### src/rtl/mtfl_pkg.sv
// shared types and constants for the move-to-front list cost block
// no dependencies; imported by mtfl_cell and move_to_front_list_cost
package mtfl_pkg;

    localparam int KEY_IN_W   = 8;
    localparam int POS_OUT_W  = 4;
    localparam int COST_OUT_W = 5;
    localparam int SUM_W      = 48;
    localparam int OUT_DATA_W = 64;

    localparam logic [SUM_W-1:0] SUM_MAX = {SUM_W{1'b1}};

    // per-cell controls issued by the sequencer each cycle
    typedef struct packed {
        logic restore;  // load the initial key for this slot
        logic shift;    // take the neighbor's entry (slot 0 takes the key)
    } mtfl_cell_ctrl_t;

endpackage

### src/rtl/mtfl_cell.sv
// one slot of the move-to-front list: entry register, key compare, search token
// depends on mtfl_pkg
module mtfl_cell
    import mtfl_pkg::*;
#(
    parameter int KEY_WIDTH = 8,
    parameter int INDEX     = 0
)
(
    input  logic                 clk,
    input  logic                 rst_n,
    input  mtfl_cell_ctrl_t      ctrl,
    input  logic [KEY_IN_W-1:0]  key,
    input  logic [KEY_WIDTH-1:0] prev_entry,
    input  logic                 probe_in,
    output logic [KEY_WIDTH-1:0] entry,
    output logic                 hit,
    output logic                 probe_out
);

    localparam int CMP_W = (KEY_WIDTH > KEY_IN_W) ? KEY_WIDTH : KEY_IN_W;
    localparam logic [KEY_WIDTH-1:0] INIT_KEY = KEY_WIDTH'(INDEX + 1);

    logic [KEY_WIDTH-1:0] entry_reg;
    logic                 probe_reg;
    logic [CMP_W-1:0]     entry_cmp;
    logic [CMP_W-1:0]     key_cmp;
    logic                 match;

    assign entry_cmp = CMP_W'(entry_reg);
    assign key_cmp   = CMP_W'(key);
    assign match     = (entry_cmp == key_cmp);

    // token stops at the first matching slot, otherwise moves on next cycle
    assign hit       = probe_reg & match;
    assign probe_out = probe_reg & ~match;
    assign entry     = entry_reg;

    always_ff @(posedge clk or negedge rst_n)
    begin
        if (!rst_n)
        begin
            entry_reg <= INIT_KEY;
            probe_reg <= 1'b0;
        end
        else
        begin
            probe_reg <= probe_in;
            if (ctrl.restore)
            begin
                entry_reg <= INIT_KEY;
            end
            else if (ctrl.shift)
            begin
                entry_reg <= prev_entry;
            end
        end
    end

endmodule

### src/rtl/move_to_front_list_cost.sv
// Move-to-front list with access cost.
// Input channel s_*: one access request per beat, key in s_tdata, s_tuser set
// restores the list to 1..LIST_SIZE and clears the running total first.
// Output channel m_*: one result per request, found flag in m_tuser and
// position, access cost 2*pos+1 (both zero on a miss) and saturating 48-bit total in m_tdata.
// The list is a row of cells, one key each. A search token enters slot 0 the
// cycle after the request is taken and steps one slot per cycle until a slot
// matches or it falls off the end. On a hit, the commit shifts every slot up to
// the hit back by one and writes the key into slot 0 in a single step.
// An access is taken in ST_IDLE, searched in ST_SEARCH and written to the
// result register in ST_COMMIT. The next request is taken no earlier than the
// cycle after the commit, so the token walk sets the throughput.
// A finished result waits in the output register while the next request is
// taken and searched; commit waits until the output register is free.
// Reset loads keys 1..LIST_SIZE, clears the total and empties both channels.
// depends on mtfl_pkg and mtfl_cell
module move_to_front_list_cost
    import mtfl_pkg::*;
#(
    parameter int LIST_SIZE = 16,
    parameter int KEY_WIDTH = 8
)
(
    input  logic                  clk,
    input  logic                  rst_n,
    input  logic                  s_tvalid,
    output logic                  s_tready,
    input  logic [KEY_IN_W-1:0]   s_tdata,   // [7:0] key
    input  logic                  s_tuser,   // [0] start_sequence
    output logic                  m_tvalid,
    input  logic                  m_tready,
    output logic [OUT_DATA_W-1:0] m_tdata,   // [3:0] position, [8:4] access_cost,
                                             // [56:9] total_cost, rest zero
    output logic                  m_tuser    // [0] found
);

    localparam int IW    = $clog2(LIST_SIZE);
    localparam int PAD_W = OUT_DATA_W - POS_OUT_W - COST_OUT_W - SUM_W;

    typedef enum logic [1:0] {
        ST_IDLE,
        ST_SEARCH,
        ST_COMMIT
    } state_t;

    state_t                 state_reg;
    logic [KEY_IN_W-1:0]    key_reg;
    logic [IW-1:0]          scan_cnt_reg;
    logic [IW-1:0]          pos_reg;
    logic                   found_reg;
    logic [SUM_W-1:0]       sum_reg;
    logic                   out_valid_reg;
    logic                   out_found_reg;
    logic [POS_OUT_W-1:0]   out_pos_reg;
    logic [COST_OUT_W-1:0]  out_cost_reg;
    logic [SUM_W-1:0]       out_total_reg;

    logic                   accept;
    logic                   commit_go;
    logic                   any_hit;
    logic                   miss;
    logic [IW:0]            cost_full;
    logic [SUM_W:0]         sum_add;
    logic [SUM_W-1:0]       sum_next;

    mtfl_cell_ctrl_t        cell_ctrl [LIST_SIZE];
    logic [KEY_WIDTH-1:0]   entry_w   [LIST_SIZE];
    logic [KEY_WIDTH-1:0]   prev_w    [LIST_SIZE];
    logic [LIST_SIZE-1:0]   hit_vec;
    logic [LIST_SIZE:0]     probe_w;

    assign s_tready  = (state_reg == ST_IDLE);
    assign accept    = s_tvalid & s_tready;
    assign commit_go = (state_reg == ST_COMMIT) & (~out_valid_reg | m_tready);
    assign probe_w[0] = accept;
    assign any_hit   = |hit_vec;
    assign miss      = probe_w[LIST_SIZE];

    genvar gi;
    generate
        for (gi = 0; gi < LIST_SIZE; gi++)
        begin : g_cell
            if (gi == 0)
            begin : g_head
                assign prev_w[gi] = KEY_WIDTH'(key_reg);
            end
            else
            begin : g_body
                assign prev_w[gi] = entry_w[gi-1];
            end

            assign cell_ctrl[gi].restore = accept & s_tuser;
            assign cell_ctrl[gi].shift   = commit_go & found_reg & (IW'(gi) <= pos_reg);

            mtfl_cell #(
                .KEY_WIDTH (KEY_WIDTH),
                .INDEX     (gi)
            ) u_cell (
                .clk        (clk),
                .rst_n      (rst_n),
                .ctrl       (cell_ctrl[gi]),
                .key        (key_reg),
                .prev_entry (prev_w[gi]),
                .probe_in   (probe_w[gi]),
                .entry      (entry_w[gi]),
                .hit        (hit_vec[gi]),
                .probe_out  (probe_w[gi+1])
            );
        end
    endgenerate

    // total can only overflow through the carry since it never exceeds the max
    assign cost_full = {pos_reg, 1'b1};
    assign sum_add   = {1'b0, sum_reg} + (SUM_W+1)'(cost_full);

    always_comb
    begin
        if (!found_reg)
        begin
            sum_next = sum_reg;
        end
        else if (sum_add[SUM_W])
        begin
            sum_next = SUM_MAX;
        end
        else
        begin
            sum_next = sum_add[SUM_W-1:0];
        end
    end

    always_ff @(posedge clk or negedge rst_n)
    begin
        if (!rst_n)
        begin
            state_reg     <= ST_IDLE;
            key_reg       <= '0;
            scan_cnt_reg  <= '0;
            pos_reg       <= '0;
            found_reg     <= 1'b0;
            sum_reg       <= '0;
            out_valid_reg <= 1'b0;
            out_found_reg <= 1'b0;
            out_pos_reg   <= '0;
            out_cost_reg  <= '0;
            out_total_reg <= '0;
        end
        else
        begin
            if (out_valid_reg && m_tready)
            begin
                out_valid_reg <= 1'b0;
            end

            case (state_reg)
                ST_IDLE:
                begin
                    if (accept)
                    begin
                        key_reg      <= s_tdata;
                        scan_cnt_reg <= '0;
                        if (s_tuser)
                        begin
                            sum_reg <= '0;
                        end
                        state_reg <= ST_SEARCH;
                    end
                end
                ST_SEARCH:
                begin
                    if (any_hit)
                    begin
                        found_reg <= 1'b1;
                        pos_reg   <= scan_cnt_reg;
                        state_reg <= ST_COMMIT;
                    end
                    else if (miss)
                    begin
                        found_reg <= 1'b0;
                        pos_reg   <= '0;
                        state_reg <= ST_COMMIT;
                    end
                    else
                    begin
                        scan_cnt_reg <= scan_cnt_reg + 1'b1;
                    end
                end
                ST_COMMIT:
                begin
                    if (commit_go)
                    begin
                        sum_reg       <= sum_next;
                        out_valid_reg <= 1'b1;
                        out_found_reg <= found_reg;
                        out_pos_reg   <= found_reg ? POS_OUT_W'(pos_reg) : '0;
                        out_cost_reg  <= found_reg ? COST_OUT_W'(cost_full) : '0;
                        out_total_reg <= sum_next;
                        state_reg     <= ST_IDLE;
                    end
                end
                default:
                begin
                    state_reg <= ST_IDLE;
                end
            endcase
        end
    end

    assign m_tvalid = out_valid_reg;
    assign m_tuser  = out_found_reg;
    assign m_tdata  = {{PAD_W{1'b0}}, out_total_reg, out_cost_reg, out_pos_reg};

    // only one slot can stop the token
    assert property (@(posedge clk) disable iff (!rst_n) $onehot0(hit_vec))
        else $error("more than one slot hit in one cycle");

    // the token lives only while searching
    assert property (@(posedge clk) disable iff (!rst_n)
        (hit_vec != '0) |-> (state_reg == ST_SEARCH))
        else $error("slot hit outside search");

    // a taken request starts the walk at slot 0
    assert property (@(posedge clk) disable iff (!rst_n)
        accept |=> (state_reg == ST_SEARCH) && (scan_cnt_reg == '0))
        else $error("search did not start at slot 0");

    // a commit always leaves a result in the output register
    assert property (@(posedge clk) disable iff (!rst_n)
        commit_go |=> out_valid_reg && (state_reg == ST_IDLE))
        else $error("commit without result");

endmodule
### config.mk
export PLATFORM = sky130hd
export DESIGN_NAME = move_to_front_list_cost
export DESIGN_NICKNAME = d
export VERILOG_FILES = /design/src/rtl/mtfl_pkg.sv /design/src/rtl/mtfl_cell.sv /design/src/rtl/move_to_front_list_cost.sv
export SDC_FILE = /design/constraint.sdc
export NUM_CORES = 1
export LEC_CHECK = 0
export BUFFER_PORTS_ARGS = -buffer_cell sky130_fd_sc_hd__buf_2
export CAP_MARGIN = 20
export CORE_MARGIN = 4
export CORE_UTILIZATION = 35
export DETAILED_ROUTE_END_ITERATION = 7
export GPL_TIMING_DRIVEN = 1
export HOLD_SLACK_MARGIN = 0.05
export PLACE_DENSITY_LB_ADDON = 0.2
export SLEW_MARGIN = 20
export SYNTH_ARGS = -nofsm -noshare
export SYNTH_HDL_FRONTEND = slang
export SYNTH_SLANG_ARGS = --single-unit
### constraint.sdc
create_clock -name clk -period 2.7 [get_ports clk]
set_input_delay 0.27 -clock clk [delete_from_list [all_inputs] [get_ports clk]]
set_output_delay 0.27 -clock clk [all_outputs]
set_load 0.05 [all_outputs]
==> flow_summary.json <==
{
  "largest_register_ffs": 128,
  "cap_violations": 0,
  "fin_cells": 2140,
  "antenna_cells": 0,
  "crit_required_ns": 3.16,
  "status": "finished clean",
  "pre_cts_slack_ns": 0.1300,
  "crit_path_start_kind": "register",
  "grt_pass1_vias": 10850,
  "setup_viol": 0,
  "fillers": 3851,
  "drtIter0Drc": 715,
  "timing.rr.end": "sum_reg[17]",
  "finalSetupTns_ns": 0,
  "ys.flop_type": "dfrtp_1",
  "h-tree-depth": 1,
  "overflow": 0,
  "wirelength_microns": 37830,
  "period_minus_slack_ns": 2.543,
  "setup.worst_path.start": "pos_reg[0]",
  "tightest_slew_ns": 0.9697,
  "grt_pass1_wl_microns": 61440,
  "critPathMaxFanout": 12,
  "synth_edf_count": 0,
  "rows": 72,
  "fin_skew_ns": 0.009213,
  "dp_hpwl_microns": 26480,
  "r2r-start": "pos_reg[0]",
  "grt_max_degree": 90,
  "place_area_sq_mm": 0.01495,
  "ir_worst_vdd_mv": 0.5682,
  "rr_worst_depth": 9,
  "finalCritPeriodShare": 0.9417,
  "path_class": "reg -> reg",
  "detail-route-antenna-nets": 0,
  "dieArea_sq_mm": 0.04222,
  "hold_end": "m_tvalid",
  "dr.pass1.iters": 5,
  "post_drt_wl_per_cell_microns": 17.68,
  "synth-seq-area-share": 0.4889,
  "core-area_sq_mm": 0.03865,
  "drt_drc_violations_left": 0,
  "whs_path_depth": 3,
  "synth.area.top_cells": "dfrtp_1 43%, xor2_1 8.8%, nand2_1 6.9%",
  "num-nets-final": 1618,
  "min_from": "m_tready",
  "numPortBuffers": 72,
  "maxSlewViolCount": 0,
  "async_flop_share": 1.000,
  "max_freq_ghz": 0.3933,
  "synth_top_area_cell": "dfrtp_1",
  "dp_cells": 2075,
  "cts_buffer_depth": 3,
  "syn_inst": 1498,
  "cts_buffers": 30,
  "max_slew_margin": 0.3536,
  "clock_sinks": 265,
  "hold_class": "in -> reg",
  "hold_violations": 0,
  "rsz0062_at_grt": "false",
  "syn_avg_cell_area_sq_um": 9.112,
  "die_h_microns": 205.5,
  "grtUsageTotal": 0.1794,
  "wl_met3_microns": 1483,
  "final_cell_area_sq_mm": 0.01601,
  "clk_pin_slew_ns": 0.06,
  "route.met2.wl_microns": 17680,
  "synth-seq-cells": 265,
  "r2r_slack_ns": 0.16,
  "synth_common_cells": "250 x nand2_1, 232 x dfrtp_1, 140 x o21ai_0, 137 x xor2_1, 136 x nor2_1",
  "highest_layer": "met4",
  "area_growth_pct": 17.32,
  "post-cts-setup-buffers": 0,
  "clockRootBuffer": "clkbuf_16",
  "place_congestion": 0.8622,
  "antenna_found_initial": 0,
  "setup_slack_ns": 0.1575,
  "yosysUniqueCellTypes": 58,
  "routed-via-count": 10900,
  "synth_area_sq_mm": 0.01365,
  "layout-drive-gt1-share": 0.1597,
  "clk_latency_ns": 0.57,
  "drt-vias-per-instance": 5.095,
  "start_util": 0.3532,
  "leakage_nw": 7.245,
  "p_total_mw": 15.84,
  "cp.arrival_ns": 3.00,
  "die_w_microns": 205.5,
  "p_per_area_mw_per_mm2": 989.1,
  "yosysMostFrequentCell": "nand2_1",
  "cts_tree": "yes",
  "setup.worst_path.end_class": "register",
  "drt-met1-wl_microns": 17980,
  "synth_warnings": 0,
  "io-pin-count": 80,
  "yosysTopAreaCellShare": 0.4253
}
==> area by class of cell <==
cell class                      count  area, sq um  share of cell area
Sequential cell                   265         6673              0.4167
Multi-Input combinational cell   1109         6380              0.3984
Timing Repair Buffer              161         1239             0.07736
Clock buffer                       47        874.6             0.05462
Tap cell                          518        648.1             0.04047
Inverter                           32        120.1            0.007501
Clock inverter                      8        78.83            0.004923
==> stage by stage <==
step	utilization	hold slack [ns]
after floorplan	-	-0.02559
after global placement	0.3868	0.2866
after detailed placement	0.3868	0.2863
after CTS	0.4140	0.06869
after global routing	0.4143	0.1227
final	0.4143	0.09266
==> cell usage in the layout, fill, tap and decap left out, drive strengths merged, types with 7 or more instances in the layout <==
cell / netlist / final
a21o: 19 / 19
a21oi: 62 / 62
xnor2: 29 / 29
clkbuf: 55 / 47
nand3: 64 / 64
buf: 43 / 151
xor2: 137 / 137
a21boi: 8 / 8
nor3: 33 / 33
dlygate4sd3: 0 / 10
o211ai: 8 / 8
nor2: 136 / 136
mux2: 8 / 8
conb: 1 / 7
dfstp: 33 / 33
o21ai: 145 / 145
nand2: 250 / 250
inv: 32 / 32
a22o: 22 / 22
o31ai: 12 / 12
a31oi: 25 / 25
nand4: 27 / 27
and3: 10 / 10
dfrtp: 232 / 232
nor4: 37 / 37
==> power breakdown <==
part | internal, mW | switching (mW) | total [mW]
Sequential | 4.92 | 0.652 | 5.57
Clock | 2.31 | 1.66 | 3.97
Combinational | 2.01 | 4.29 | 6.30
==> cells by family after synthesis <==
logic type	count (synthesis)	share of synthesized area
and+or+nand+nor	587	0.1950
AOI/OAI and AO/OA	332	0.1464
DFF	265	0.4889
xor gates and xnor gates	166	0.1065
buffers and inverters	130	0.04813
muxes	11	0.008800
adders and majority gates	6	0.006050
other	1	0.0002747
==> routing by layer <==
metal | up-vias | global-route usage
met4 | 0 | 0.04115
met1 | 5318 | 0.2610
li1 | 5332 | -
met5 | - | 0
met2 | 211 | 0.2889
met3 | 43 | 0.02002
==> how the worst max path moves through the flow <==
stage	slack, ns	cells past startpoint	end
6_report	0.16	9	sum_reg[17]
5_1_grt	0.004	9	sum_reg[16]
4_1_cts	0.12	11	out_total_reg[19]
3_5_place_dp	0.13	11	out_total_reg[19]
3_3_place_gp	0.19	11	out_total_reg[29]
2_1_floorplan	0.04	8	g_cell[6].u_cell.entry[5]
==> worst max-delay path: stages (launching register included) <==
cell and delay [ns]:
dfrtp_1 0.42, fa_1 0.46, a21o_1 0.19, a21oi_1 0.20, o21ba_2 0.30, nor3_2 0.08
nand4_2 0.29, buf_12 0.18, o31ai_1 0.07, a22o_1 0.23
==> timing repair <==
action | CTS | global route
hold endpoints to repair | 68 | 0
setup endpoints to repair | 0 | 1
gates resized for setup | 0 | 1
hold buffers | 10 | 0
Note: power is estimated with default switching activity, not from simulation.
